## config.mk

```make
export PLATFORM = sky130hd
export DESIGN_NAME = calendar_date_stepper_top_flat
export DESIGN_NICKNAME = d
export VERILOG_FILES = /design/src/hdl/cds_pkg.sv /design/src/hdl/cds_if.sv /design/src/hdl/calendar_date_stepper_top.sv /design/src/flat_wrapper.sv
export SDC_FILE = /design/constraint.sdc
export NUM_CORES = 1
export LEC_CHECK = 0
export BUFFER_PORTS_ARGS = -buffer_cell sky130_fd_sc_hd__buf_2
export CORE_MARGIN = 2
export CORE_UTILIZATION = 30
export CTS_CLUSTER_DIAMETER = 120
export DETAILED_ROUTE_END_ITERATION = 12
export GPL_TIMING_DRIVEN = 0
export PLACE_DENSITY_LB_ADDON = 0.05
export SKIP_CTS_REPAIR_TIMING = 1
export SLEW_MARGIN = 20
export SYNTH_ARGS = -nofsm -noshare
export SYNTH_HDL_FRONTEND = slang
export SYNTH_SLANG_ARGS = --single-unit
```

## constraint.sdc

```tcl
create_clock -name clk_i -period 11.7 [get_ports clk_i]
set_clock_uncertainty 0.1 [all_clocks]
set_input_delay 1.17 -clock clk_i [delete_from_list [all_inputs] [get_ports clk_i]]
set_output_delay 1.17 -clock clk_i [all_outputs]
set_load 0.02 [all_outputs]
```

## src/hdl/cds_pkg.sv

```systemverilog
// ----------------------------------------------------------------------------
// cds_pkg: shared types and constants of the calendar date stepper
// Operation codes, sequencer states, calendar tables and the constants of
// the reciprocal division by one hundred.
// ----------------------------------------------------------------------------
package cds_pkg;

  // default widths of the year and the day count
  localparam int YEAR_BITS_DEF  = 14;
  localparam int COUNT_BITS_DEF = 16;

  // fixed field widths
  localparam int OP_W    = 2;
  localparam int MONTH_W = 4;
  localparam int DAY_W   = 5;
  localparam int DIFF_W  = 23;

  // highest year that the calendar supports
  localparam int YEAR_CAP = 9999;

  // floor(x / 100) == (x * RECIP_100) >> RECIP_SHIFT for x below 91180
  localparam int RECIP_W     = 17;
  localparam int RECIP_100   = 83887;
  localparam int RECIP_SHIFT = 23;

  localparam int DAYS_PER_YEAR = 365;
  localparam int LEAP_REM      = 99;

  typedef enum logic [OP_W-1:0] {
    OP_LOAD = 2'd0,
    OP_ADD  = 2'd1,
    OP_SUB  = 2'd2,
    OP_DIFF = 2'd3
  } op_e;

  typedef enum logic [3:0] {
    S_IDLE,
    S_STEP,
    S_LEAP_MUL,
    S_LEAP_SET,
    S_DIFF_MUL,
    S_DIFF_DIV,
    S_DIFF_SUM1,
    S_DIFF_SUM2,
    S_FINISH
  } state_e;

  // length of a month, given the leap flag of its year
  function automatic logic [DAY_W-1:0] month_days(input logic [MONTH_W-1:0] m,
                                                  input logic leap);
    logic [DAY_W-1:0] len;
    unique case (m) inside
      4'd2:                   len = leap ? 5'd29 : 5'd28;
      4'd4, 4'd6, 4'd9, 4'd11: len = 5'd30;
      default:                len = 5'd31;
    endcase
    return len;
  endfunction

  // days of a common year that come before the first of a month
  function automatic logic [8:0] days_before(input logic [MONTH_W-1:0] m);
    logic [8:0] n;
    unique case (m)
      4'd2:    n = 9'd31;
      4'd3:    n = 9'd59;
      4'd4:    n = 9'd90;
      4'd5:    n = 9'd120;
      4'd6:    n = 9'd151;
      4'd7:    n = 9'd181;
      4'd8:    n = 9'd212;
      4'd9:    n = 9'd243;
      4'd10:   n = 9'd273;
      4'd11:   n = 9'd304;
      4'd12:   n = 9'd334;
      default: n = 9'd0;
    endcase
    return n;
  endfunction

endpackage

```

## src/hdl/cds_if.sv

```systemverilog
// ----------------------------------------------------------------------------
// cds_in_if / cds_out_if: request and result channels
// Valid/ready channels carrying one operation request and one result.
// ----------------------------------------------------------------------------
interface cds_in_if #(
  parameter int YEAR_BITS  = 14,
  parameter int COUNT_BITS = 16
);
  logic                  valid;
  logic                  ready;
  logic [1:0]            operation;
  logic [YEAR_BITS-1:0]  in_year;
  logic [3:0]            in_month;
  logic [4:0]            in_day;
  logic [COUNT_BITS-1:0] day_count;

  modport source (output valid, operation, in_year, in_month, in_day, day_count,
                  input ready);
  modport sink   (input valid, operation, in_year, in_month, in_day, day_count,
                  output ready);
endinterface

interface cds_out_if #(
  parameter int YEAR_BITS = 14
);
  logic                 valid;
  logic                 ready;
  logic [YEAR_BITS-1:0] out_year;
  logic [3:0]           out_month;
  logic [4:0]           out_day;
  logic signed [22:0]   day_difference;
  logic                 error;

  modport source (output valid, out_year, out_month, out_day, day_difference, error,
                  input ready);
  modport sink   (input valid, out_year, out_month, out_day, day_difference, error,
                  output ready);
endinterface

```

## src/hdl/calendar_date_stepper_top.sv

```systemverilog
// ----------------------------------------------------------------------------
// calendar_date_stepper_top: Gregorian date register with day stepping
// Holds one date; loads it, steps it forward or back by a day count, or
// gives its signed day distance to a given date.
// ----------------------------------------------------------------------------
// Usage
//   in_i carries one request transaction (operation, date, day count); out_o
//   returns one result transaction per request: the stored date afterwards,
//   the day difference (zero except for difference) and an error flag.
//   A request is taken only while the sequencer is idle; one request is in
//   work at a time.
// Sequence from acceptance to the result being registered
//   load              leap flag refresh (S_LEAP_MUL, S_LEAP_SET), then S_FINISH
//   add / subtract    one day per cycle in the stepping state; every year
//                     boundary crossed passes through S_LEAP_MUL and
//                     S_LEAP_SET before stepping on; then S_FINISH
//   difference        each of the two dates goes twice through the shared
//                     multiplier ((year - 1) / 100, then 365 * (year - 1))
//                     and twice through the accumulator
//   rejected date     a load or difference with a bad date goes to S_FINISH
// Reset sets the date to January 1, 2000 and empties the result register.
// A stalled receiver holds the result register; a finished request waits
// there until the register frees, and no new request is taken meanwhile.
// ----------------------------------------------------------------------------
module calendar_date_stepper_top #(
  parameter int COUNT_BITS = cds_pkg::COUNT_BITS_DEF,
  parameter int YEAR_BITS  = cds_pkg::YEAR_BITS_DEF
) (
  input  logic       clk_i,
  input  logic       rst_ni,
  cds_in_if.sink     in_i,
  cds_out_if.source  out_o
);

  localparam int MonthW = cds_pkg::MONTH_W;
  localparam int DayW   = cds_pkg::DAY_W;
  localparam int DiffW  = cds_pkg::DIFF_W;
  localparam int ProdW  = YEAR_BITS + cds_pkg::RECIP_W;
  localparam int QW     = ProdW - cds_pkg::RECIP_SHIFT;
  localparam int YearLimitRaw = (1 << YEAR_BITS) - 1;
  localparam int YearMaxInt = (YearLimitRaw < cds_pkg::YEAR_CAP) ? YearLimitRaw
                                                                 : cds_pkg::YEAR_CAP;
  localparam logic [YEAR_BITS-1:0] YearMax = YEAR_BITS'(YearMaxInt);
  localparam logic [YEAR_BITS-1:0] YearOne = YEAR_BITS'(1);

  // state and registers
  cds_pkg::state_e        state_q, state_d;
  cds_pkg::op_e           op_q, op_d;
  logic [YEAR_BITS-1:0]   cur_year_q, cur_year_d;
  logic [MonthW-1:0]      cur_month_q, cur_month_d;
  logic [DayW-1:0]        cur_day_q, cur_day_d;
  logic                   leap_q, leap_d;
  logic [COUNT_BITS-1:0]  cnt_q, cnt_d;
  logic                   err_q, err_d;
  logic [DiffW-1:0]       acc_q, acc_d;
  logic                   phase_q, phase_d;
  logic                   out_valid_q, out_valid_d;

  // payload registers
  logic [YEAR_BITS-1:0]   yr_in_q;
  logic [MonthW-1:0]      mo_in_q;
  logic [DayW-1:0]        dy_in_q;
  logic [ProdW-1:0]       prod_q;
  logic [QW-1:0]          q100_q;
  logic                   dleap_q;
  logic [YEAR_BITS-1:0]   out_year_q;
  logic [MonthW-1:0]      out_month_q;
  logic [DayW-1:0]        out_day_q;
  logic [DiffW-1:0]       out_diff_q;
  logic                   out_err_q;

  // datapath signals
  cds_pkg::op_e           op_in;
  logic                   in_date_ok;
  logic [YEAR_BITS-1:0]   sel_year;
  logic [MonthW-1:0]      sel_month;
  logic [DayW-1:0]        sel_day;
  logic [YEAR_BITS-1:0]   p_year;
  logic [cds_pkg::RECIP_W-1:0] mul_b;
  logic [ProdW-1:0]       prod_d;
  logic                   prod_en;
  logic [QW-1:0]          q100;
  logic [YEAR_BITS-1:0]   rem100;
  logic                   leap_calc;
  logic [DiffW-1:0]       term_years;
  logic [DiffW-1:0]       term_days;
  logic                   out_load;
  logic                   in_take;

  assign op_in   = cds_pkg::op_e'(in_i.operation);
  assign in_take = in_i.valid && in_i.ready;

  // range check of a given date
  assign in_date_ok = (in_i.in_year >= YearOne) && (in_i.in_year <= YearMax) &&
                      (in_i.in_month >= MonthW'(1)) && (in_i.in_month <= MonthW'(12)) &&
                      (in_i.in_day != '0);

  // date under work: the stored one, or the given one in the second pass
  assign sel_year  = phase_q ? yr_in_q : cur_year_q;
  assign sel_month = phase_q ? mo_in_q : cur_month_q;
  assign sel_day   = phase_q ? dy_in_q : cur_day_q;
  assign p_year    = sel_year - YearOne;

  // shared multiplier: p * reciprocal of 100, or p * 365
  assign mul_b  = (state_q == cds_pkg::S_DIFF_DIV) ?
                  cds_pkg::RECIP_W'(cds_pkg::DAYS_PER_YEAR) :
                  cds_pkg::RECIP_W'(cds_pkg::RECIP_100);
  assign prod_d = ProdW'(p_year) * ProdW'(mul_b);
  assign prod_en = (state_q == cds_pkg::S_LEAP_MUL) || (state_q == cds_pkg::S_DIFF_MUL) ||
                   (state_q == cds_pkg::S_DIFF_DIV);

  // leap rule from the registered quotient: year % 100 == 0 when p % 100 == 99
  assign q100      = prod_q[ProdW-1:cds_pkg::RECIP_SHIFT];
  assign rem100    = p_year - YEAR_BITS'(YEAR_BITS'(q100) * YEAR_BITS'(100));
  assign leap_calc = (sel_year[1:0] == 2'b00) &&
                     ((rem100 != YEAR_BITS'(cds_pkg::LEAP_REM)) || (q100[1:0] == 2'b11));

  // day number parts: 365p + p/4 - p/100 + p/400, then month offset and day
  assign term_years = DiffW'(prod_q) + DiffW'(p_year >> 2) - DiffW'(q100_q) +
                      DiffW'(q100_q >> 2);
  assign term_days  = DiffW'(cds_pkg::days_before(sel_month)) +
                      DiffW'((sel_month > MonthW'(2)) && dleap_q) + DiffW'(sel_day);

  // sequencer
  always_comb begin
    state_d     = state_q;
    op_d        = op_q;
    cur_year_d  = cur_year_q;
    cur_month_d = cur_month_q;
    cur_day_d   = cur_day_q;
    leap_d      = leap_q;
    cnt_d       = cnt_q;
    err_d       = err_q;
    acc_d       = acc_q;
    phase_d     = phase_q;
    out_valid_d = out_valid_q && !out_o.ready;
    out_load    = 1'b0;
    unique case (state_q)
      cds_pkg::S_IDLE: begin
        if (in_i.valid) begin
          op_d    = op_in;
          err_d   = 1'b0;
          acc_d   = '0;
          phase_d = 1'b0;
          cnt_d   = in_i.day_count;
          unique case (op_in)
            cds_pkg::OP_LOAD: begin
              if (in_date_ok) begin
                cur_year_d  = in_i.in_year;
                cur_month_d = in_i.in_month;
                cur_day_d   = in_i.in_day;
                state_d     = cds_pkg::S_LEAP_MUL;
              end else begin
                err_d   = 1'b1;
                state_d = cds_pkg::S_FINISH;
              end
            end
            cds_pkg::OP_ADD, cds_pkg::OP_SUB: begin
              state_d = cds_pkg::S_STEP;
            end
            default: begin
              if (in_date_ok) begin
                state_d = cds_pkg::S_DIFF_MUL;
              end else begin
                err_d   = 1'b1;
                state_d = cds_pkg::S_FINISH;
              end
            end
          endcase
        end
      end
      // one day per cycle; a year boundary leaves for the leap flag refresh
      cds_pkg::S_STEP: begin
        if (cnt_q == '0) begin
          state_d = cds_pkg::S_FINISH;
        end else begin
          cnt_d = cnt_q - COUNT_BITS'(1);
          if (op_q == cds_pkg::OP_ADD) begin
            if ((cur_month_q == MonthW'(12)) && (cur_day_q >= DayW'(31))) begin
              if (cur_year_q >= YearMax) begin
                err_d   = 1'b1;
                state_d = cds_pkg::S_FINISH;
              end else begin
                cur_year_d  = cur_year_q + YearOne;
                cur_month_d = MonthW'(1);
                cur_day_d   = DayW'(1);
                state_d     = cds_pkg::S_LEAP_MUL;
              end
            end else if (cur_day_q >= cds_pkg::month_days(cur_month_q, leap_q)) begin
              cur_month_d = cur_month_q + MonthW'(1);
              cur_day_d   = DayW'(1);
            end else begin
              cur_day_d = cur_day_q + DayW'(1);
            end
          end else begin
            if ((cur_day_q <= DayW'(1)) && (cur_month_q == MonthW'(1))) begin
              if (cur_year_q <= YearOne) begin
                err_d   = 1'b1;
                state_d = cds_pkg::S_FINISH;
              end else begin
                cur_year_d  = cur_year_q - YearOne;
                cur_month_d = MonthW'(12);
                cur_day_d   = DayW'(31);
                state_d     = cds_pkg::S_LEAP_MUL;
              end
            end else if (cur_day_q <= DayW'(1)) begin
              cur_month_d = cur_month_q - MonthW'(1);
              cur_day_d   = cds_pkg::month_days(cur_month_q - MonthW'(1), leap_q);
            end else begin
              cur_day_d = cur_day_q - DayW'(1);
            end
          end
        end
      end
      // refresh the leap flag of the stored year
      cds_pkg::S_LEAP_MUL: begin
        state_d = cds_pkg::S_LEAP_SET;
      end
      cds_pkg::S_LEAP_SET: begin
        leap_d  = leap_calc;
        state_d = (op_q == cds_pkg::OP_LOAD) ? cds_pkg::S_FINISH : cds_pkg::S_STEP;
      end
      // day number of the selected date into the accumulator
      cds_pkg::S_DIFF_MUL: begin
        state_d = cds_pkg::S_DIFF_DIV;
      end
      cds_pkg::S_DIFF_DIV: begin
        state_d = cds_pkg::S_DIFF_SUM1;
      end
      cds_pkg::S_DIFF_SUM1: begin
        acc_d   = phase_q ? (acc_q - term_years) : (acc_q + term_years);
        state_d = cds_pkg::S_DIFF_SUM2;
      end
      cds_pkg::S_DIFF_SUM2: begin
        acc_d = phase_q ? (acc_q - term_days) : (acc_q + term_days);
        if (phase_q) begin
          state_d = cds_pkg::S_FINISH;
        end else begin
          phase_d = 1'b1;
          state_d = cds_pkg::S_DIFF_MUL;
        end
      end
      // hand the result to the output register once it is free
      cds_pkg::S_FINISH: begin
        if (!out_valid_q || out_o.ready) begin
          out_load    = 1'b1;
          out_valid_d = 1'b1;
          state_d     = cds_pkg::S_IDLE;
        end
      end
      default: begin
        state_d = cds_pkg::S_IDLE;
      end
    endcase
  end

  // control registers
  always_ff @(posedge clk_i or negedge rst_ni) begin
    if (!rst_ni) begin
      state_q     <= cds_pkg::S_IDLE;
      op_q        <= cds_pkg::OP_LOAD;
      cur_year_q  <= YEAR_BITS'(2000);
      cur_month_q <= MonthW'(1);
      cur_day_q   <= DayW'(1);
      leap_q      <= 1'b1;
      cnt_q       <= '0;
      err_q       <= 1'b0;
      acc_q       <= '0;
      phase_q     <= 1'b0;
      out_valid_q <= 1'b0;
    end else begin
      state_q     <= state_d;
      op_q        <= op_d;
      cur_year_q  <= cur_year_d;
      cur_month_q <= cur_month_d;
      cur_day_q   <= cur_day_d;
      leap_q      <= leap_d;
      cnt_q       <= cnt_d;
      err_q       <= err_d;
      acc_q       <= acc_d;
      phase_q     <= phase_d;
      out_valid_q <= out_valid_d;
    end
  end

  // request capture and multiplier pipeline
  always_ff @(posedge clk_i) begin
    if (in_take) begin
      yr_in_q <= in_i.in_year;
      mo_in_q <= in_i.in_month;
      dy_in_q <= in_i.in_day;
    end
    if (prod_en) begin
      prod_q <= prod_d;
    end
    if (state_q == cds_pkg::S_DIFF_DIV) begin
      q100_q  <= q100;
      dleap_q <= leap_calc;
    end
  end

  // result register
  always_ff @(posedge clk_i) begin
    if (out_load) begin
      out_year_q  <= cur_year_q;
      out_month_q <= cur_month_q;
      out_day_q   <= cur_day_q;
      out_diff_q  <= acc_q;
      out_err_q   <= err_q;
    end
  end

  assign in_i.ready           = (state_q == cds_pkg::S_IDLE);
  assign out_o.valid          = out_valid_q;
  assign out_o.out_year       = out_year_q;
  assign out_o.out_month      = out_month_q;
  assign out_o.out_day        = out_day_q;
  assign out_o.day_difference = out_diff_q;
  assign out_o.error          = out_err_q;

  // stored date never leaves its field ranges
  a_month_range: assert property (@(posedge clk_i) disable iff (!rst_ni)
    (cur_month_q >= MonthW'(1)) && (cur_month_q <= MonthW'(12)))
    else $error("stored month out of range");

  a_day_range: assert property (@(posedge clk_i) disable iff (!rst_ni)
    cur_day_q != '0)
    else $error("stored day is zero");

  // an accepted request always leaves the idle state
  a_take_busy: assert property (@(posedge clk_i) disable iff (!rst_ni)
    in_take |=> (state_q != cds_pkg::S_IDLE))
    else $error("request accepted without leaving idle");

  // a new result appears only out of the finishing state
  a_result_src: assert property (@(posedge clk_i) disable iff (!rst_ni)
    $rose(out_valid_q) |-> ($past(state_q) == cds_pkg::S_FINISH))
    else $error("result raised outside the finishing state");

endmodule
```

## src/flat_wrapper.sv

```systemverilog
// flat-port wrapper written by rule: the top's interface ports become plain ports
module calendar_date_stepper_top_flat 
#(
  parameter int COUNT_BITS = cds_pkg::COUNT_BITS_DEF,
  parameter int YEAR_BITS  = cds_pkg::YEAR_BITS_DEF
)
  (clk_i, rst_ni, in_i_valid, in_i_operation, in_i_in_year, in_i_in_month, in_i_in_day, in_i_day_count, in_i_ready, out_o_valid, out_o_out_year, out_o_out_month, out_o_out_day, out_o_day_difference, out_o_error, out_o_ready);
  cds_in_if #(.YEAR_BITS(YEAR_BITS), .COUNT_BITS(COUNT_BITS)) in_i_i ();
  cds_out_if #(.YEAR_BITS(YEAR_BITS)) out_o_i ();
  input  logic clk_i;
  input  logic rst_ni;
  input wire logic [$bits(in_i_i.valid)-1:0] in_i_valid;
  input wire logic [$bits(in_i_i.operation)-1:0] in_i_operation;
  input wire logic [$bits(in_i_i.in_year)-1:0] in_i_in_year;
  input wire logic [$bits(in_i_i.in_month)-1:0] in_i_in_month;
  input wire logic [$bits(in_i_i.in_day)-1:0] in_i_in_day;
  input wire logic [$bits(in_i_i.day_count)-1:0] in_i_day_count;
  output wire logic [$bits(in_i_i.ready)-1:0] in_i_ready;
  output wire logic [$bits(out_o_i.valid)-1:0] out_o_valid;
  output wire logic [$bits(out_o_i.out_year)-1:0] out_o_out_year;
  output wire logic [$bits(out_o_i.out_month)-1:0] out_o_out_month;
  output wire logic [$bits(out_o_i.out_day)-1:0] out_o_out_day;
  output wire logic [$bits(out_o_i.day_difference)-1:0] out_o_day_difference;
  output wire logic [$bits(out_o_i.error)-1:0] out_o_error;
  input wire logic [$bits(out_o_i.ready)-1:0] out_o_ready;
  assign in_i_i.valid = in_i_valid;
  assign in_i_i.operation = in_i_operation;
  assign in_i_i.in_year = in_i_in_year;
  assign in_i_i.in_month = in_i_in_month;
  assign in_i_i.in_day = in_i_in_day;
  assign in_i_i.day_count = in_i_day_count;
  assign in_i_ready = in_i_i.ready;
  assign out_o_valid = out_o_i.valid;
  assign out_o_out_year = out_o_i.out_year;
  assign out_o_out_month = out_o_i.out_month;
  assign out_o_out_day = out_o_i.out_day;
  assign out_o_day_difference = out_o_i.day_difference;
  assign out_o_error = out_o_i.error;
  assign out_o_i.ready = out_o_ready;
  calendar_date_stepper_top #(.COUNT_BITS(COUNT_BITS), .YEAR_BITS(YEAR_BITS)) u_core (.clk_i(clk_i), .rst_ni(rst_ni), .in_i(in_i_i), .out_o(out_o_i));
endmodule
```

==> impl_metrics.json, run 1 <==
{
  "initial_core_util_pct": 30.4,
  "grt_pass1_wl_um": 92100,
  "placed_area_um2": 21300,
  "synth_top_cell_by_area": "ha_1",
  "cts_sinks": 182,
  "core-area_um2": 64600,
  "drt-wirelength-per-cell_um": 18.9,
  "postLayoutCellArea_um2": 22000,
  "min_period_over_period_pct": 95.4,
  "critPathCaptureType": "register",
  "grt_max_degree": 64,
  "ff_latch_area_um2": 5120,
  "synth_seq_cells": 182,
  "finalSetupViolations": 0,
  "hp-class": "reg -> reg",
  "syn_area_um2": 19600,
  "cp_common_cell": "fa_1",
  "avgViaCountPerCell": 5.04,
  "synth_area_per_cell_um2": 9.14,
  "relSlewSlack_pct": 26.6,
  "worst-setup-path-type": "reg -> reg",
  "portBuffers": 93,
  "crit_fanout": 10,
  "drtPass1Iterations": 5,
  "synth_area_leaders": "ha_1, edfxtp_1, fa_1",
  "place_ws_ns": -0.874,
  "min_from": "u_core.cur_day_q[3]$_DFFE_PN0P_",
  "htreeDepth": 4,
  "cp_slowest_cell": "a2111oi_2",
  "wl_um": 59200,
  "synth.most_common_cell": "inv_1",
  "nFillCells": 6769,
  "clock_latency_ns": 0.50,
  "ant_nets": 0,
  "min_delay_path_depth": 0,
  "min_to": "u_core.out_o.out_day[3]$_DFFE_PP_",
  "layout_setup_ws_ns": 0.544,
  "r2r_cells": 36,
  "synth_edf_count": 110,
  "io_pins": 94,
  "reg2reg_slack_ns": 0.54,
  "die_w_um": 260,
  "path_clk_slew_ns": 0.09,
  "area_delta_synth_final_pct": 12.1,
  "gp_congestion": 0.846,
  "cp_slowest_stage_delay_ns": 0.70,
  "grt_setup_unrepaired": "no",
  "worst-path-buf-inv": 10,
  "cts_root_buf": "clkbuf_16",
  "num_vias": 15800,
  "fin_nets": 2707,
  "die_y_um": 260,
  "ys_top_cells_by_count": "inv_1, ha_1, nor2_1, o21ai_0, a21oi_1",
  "r2r_start": "u_core.phase_q$_DFFE_PN0P_",
  "cap_violations": 0,
  "arrival_ns": 11.31,
  "ys_warn_count": 0,
  "max_freq_mhz": 89.6,
  "crit_start": "u_core.phase_q$_DFFE_PN0P_",
  "clk_path_buf_depth": 2,
  "synthCells": 2148,
  "crit_required_ns": 11.86,
  "antenna_found_initial": 0,
  "first_global_vias": 15800,
  "dieArea_um2": 67500,
  "cp_top_family": "adder cells",
  "hold_violations": 0,
  "synth_top_area_share_pct": 17.1,
  "drc_errors": 0,
  "startpoint_type": "register",
  "cts_buffers": 17,
  "worst_r2r_endpoint": "u_core.prod_q[30]$_DFFE_PP_",
  "multiInputGateArea_um2": 13200,
  "ys_seq_area_share_pct": 26.1,
  "grt_use_total_pct": 17.8,
  "cts_tree": "done",
  "ys.flop_type": "edfxtp_1",
  "antennaDiodeCount": 0,
  "ys_types": 89,
  "rows": 93,
  "period_minus_slack_ns": 11.16,
  "tightest_slew_ns": 1.09,
  "syn_nets": 2586,
  "synth-async-reset-ratio_pct": 39.6,
  "overflow": 0,
  "status": "finished clean",
  "drt_iter0_drc": 744,
  "drive_above_1_share_pct": 8.76,
  "place_hpwl_um": 48800,
  "drv_slew": 0
}
[cell usage in the layout, fill, tap and decap left out, types with 17 or more instances in the layout]
| cell | count |
|---|---|
| a21o_1 | 35 |
| a21oi_1 | 135 |
| a31oi_1 | 20 |
| and3_1 | 18 |
| buf_2 | 94 |
| clkbuf_1 | 63 |
| clkbuf_16 | 17 |
| dfrtp_1 | 63 |
| edfxtp_1 | 110 |
| fa_1 | 124 |
| ha_1 | 269 |
| inv_1 | 285 |
| mux2i_1 | 26 |
| nand2_1 | 128 |
| nand2b_1 | 21 |
| nand3_1 | 48 |
| nor2_1 | 152 |
| nor2b_1 | 17 |
| nor3_1 | 75 |
| o21ai_0 | 145 |
| xnor2_1 | 57 |
| xor2_1 | 38 |
[flip-flops by register name (all words and copies together), names as in the netlist]
signal	flops
u_core.op_q	2
u_core.cnt_q	16
u_core.err_q	1
u_core.state_q	4
u_core.cur_day_q	5
u_core.dleap_q	1
u_core.out_o.out_month	4
u_core.prod_q	31
u_core.leap_q	1
u_core.dy_in_q	5
u_core.cur_year_q	14
u_core.out_o.valid	1
u_core.cur_month_q	4
u_core.q100_q	8
u_core.out_o.day_difference	23
u_core.yr_in_q	14
u_core.phase_q	1
u_core.mo_in_q	4
u_core.out_o.out_day	5
u_core.out_o.error	1
u_core.acc_q	23
u_core.out_o.out_year	14
[layout make-up]
cell class                      instances  area share (%)
Tap cell                              855            4.86
Clock buffer                           17            1.93
Buffer                                 72            1.32
Multi-Input combinational cell       1606            60.2
Inverter                              288            4.91
Clock inverter                         15           0.784
Timing Repair Buffer                  102            2.76
Sequential cell                       182            23.2
[through the flow]
stage               hold slack, ns  std cells  setup TNS, ns  util, %
finish                       0.368       3137              0     34.1
global route                 0.362       3137              0     34.1
CTS                          0.355       3134          -3.07     34.0
detailed placement           0.335       3102          -2.95     33.0
global placement             0.334       3096          -6.14     32.8
floorplan                    0.323       2148              0        -
[how the worst max path moves through the flow]
stage / end / slack (ns) / depth (start not counted)
global placement: u_core.prod_q[30]$_DFFE_PP_ / -1.66 / 34
finish: u_core.prod_q[30]$_DFFE_PP_ / 0.54 / 36
floorplan: u_core.prod_q[28]$_DFFE_PP_ / 2.44 / 36
global route: u_core.prod_q[30]$_DFFE_PP_ / 0.01 / 36
detailed placement: u_core.prod_q[30]$_DFFE_PP_ / -0.87 / 35
CTS: u_core.prod_q[30]$_DFFE_PP_ / -0.88 / 35
[metal layers]
layer  vias to the layer above  track usage, %  wire, um
met5                         -               0         0
met4                         0            3.72       611
met3                        33            2.77      1840
met2                       207            30.9     29700
met1                      7778            23.4     27100
li1                       7789               -         -
[logic make-up after synthesis]
group | share of synthesized area, %
simple gates | 14.0
compound gates | 16.4
fa+ha+maj | 29.8
buf+inv | 6.97
flops | 26.1
xor+xnor | 4.67
mux | 2.10
Power of run 1 is not shown: default switching activity piles up to over one toggle a cycle in this logic, so the estimate is an artifact.
==> inputs of run 2 (changes only) <==
- PLACE_DENSITY: not set -> 0.56
- PLACE_DENSITY_LB_ADDON: 0.05 -> not set
==> impl_metrics.json, run 2 (synthesis results as in run 1) <==
{
  "drive_above_1_share_pct": 8.30,
  "status": "finished clean",
  "cp_slowest_cell": "fa_1",
  "grt_use_total_pct": 15.9,
  "num_vias": 16000,
  "min_from": "u_core.cur_year_q[11]$_DFFE_PN0P_",
  "relSlewSlack_pct": 26.7,
  "top_register": "u_core.prod_q",
  "overflow": 0,
  "cap_violations": 0,
  "dieArea_um2": 67500,
  "min_period_over_period_pct": 93.8,
  "antenna_found_initial": 0,
  "die_w_um": 260,
  "core-area_um2": 64600,
  "avgViaCountPerCell": 5.11,
  "max_freq_mhz": 91.1,
  "period_minus_slack_ns": 10.97,
  "drv_slew": 0,
  "cts_sinks": 182,
  "finalSetupViolations": 0,
  "crit_fanout": 10,
  "drt_iter0_drc": 1190,
  "cts_root_buf": "clkbuf_16",
  "postLayoutCellArea_um2": 21900,
  "first_global_vias": 15800,
  "drt-wirelength-per-cell_um": 16.9,
  "arrival_ns": 11.12,
  "antennaDiodeCount": 0,
  "io_pins": 94,
  "critPathCaptureType": "register",
  "portBuffers": 93,
  "path_clk_slew_ns": 0.08,
  "cp_slowest_stage_delay_ns": 0.54,
  "ant_nets": 0,
  "grt_setup_unrepaired": "no",
  "grtUsageMet3_pct": 1.73,
  "grt_max_degree": 45,
  "use_met2_pct": 27.0,
  "grt_pass1_wl_um": 85100,
  "cp_common_cell": "fa_1",
  "placed_area_um2": 21300,
  "place_hpwl_um": 43300,
  "die_y_um": 260,
  "drc_errors": 0,
  "r2r_start": "u_core.phase_q$_DFFE_PN0P_",
  "busiest_layer": "met2",
  "clk_path_buf_depth": 2,
  "mostFrequentLayoutCells": "inv_1, ha_1, nor2_1",
  "cts_buffers": 17,
  "crit_start": "u_core.phase_q$_DFFE_PN0P_",
  "clock_latency_ns": 0.50,
  "final_common_cell": "inv_1",
  "fin_nets": 2703,
  "tightest_slew_ns": 1.09,
  "wl_um": 52900,
  "cts_tree": "done",
  "htreeDepth": 4,
  "drtPass1Iterations": 6,
  "gp_congestion": 0.882,
  "startpoint_type": "register",
  "use_met1_pct": 21.3,
  "nFillCells": 6639,
  "hp-class": "reg -> reg",
  "worst-setup-path-type": "reg -> reg",
  "hold_violations": 0,
  "initial_core_util_pct": 30.4,
  "rows": 93,
  "largest_reg_flops": 31,
  "crit_required_ns": 11.85,
  "area_delta_synth_final_pct": 11.6
}
==> run 2: metal layers <==
layer | routed length, um | vias to the layer above | share of wire [%]
met2 | 25700 | 374 | 49
met4 | 927 | 0 | 1.8
li1 | - | 7799 | -
met5 | 0 | - | 0
met1 | 24300 | 7786 | 46
met3 | 1940 | 52 | 3.7
==> run 2: worst paths after layout <==
check	cells after the start	end	slack (ns)
worst max-delay path	36	u_core.prod_q[30]$_DFFE_PP_	0.73
worst min-delay path	0	u_core.out_o.out_year[11]$_DFFE_PP_	0.35
worst max register to register	36	u_core.prod_q[30]$_DFFE_PP_	0.73
worst min register to register	0	u_core.out_o.out_year[11]$_DFFE_PP_	0.35
max in group asynchronous	2	u_core.leap_q$_DFFE_PN1P_	10.34
min in group asynchronous	1	u_core.cur_month_q[2]$_DFFE_PN0P_	0.52
==> run 2: area by class of cell <==
type	instances	area, um2	share of cell area [%]
buffer	72	292	1.33
clock buffer	18	429	1.96
clock inverter	14	166	0.760
inverter	288	1080	4.94
multi-input combinational	1606	13200	60.3
sequential	182	5120	23.4
tap	855	1070	4.89
timing repair buffer	98	551	2.51
==> run 2: worst max-delay path, delay by kind of cell (launching register included) <==
family,cells,cell delay [ns]
AO/OA/AOI/OAI,10,2.41
AND/OR/NAND/NOR,5,1.53
flip-flops,1,0.34
multiplexers,1,0.40
buffers and inverters,10,2.12
adder cells (fa/ha/maj),8,3.55
XOR/XNOR,2,0.27
==> run 2: per-stage QoR <==
| stage | instances | hold slack, ns | setup TNS [ns] | util, % | worst slack, ns |
|---|---|---|---|---|---|
| floorplan | 2148 | 0.323 | 0 | - | 2.44 |
| detailed placement | 3099 | 0.337 | -0.948 | 32.9 | -0.476 |
| global route | 3133 | 0.368 | 0 | 33.9 | 0.0900 |
| global placement | 3096 | 0.335 | -1.72 | 32.8 | -0.686 |
| finish | 3133 | 0.353 | 0 | 33.9 | 0.727 |
| CTS | 3131 | 0.354 | -1.04 | 33.8 | -0.505 |
Power of run 2 is left out for the same reason.
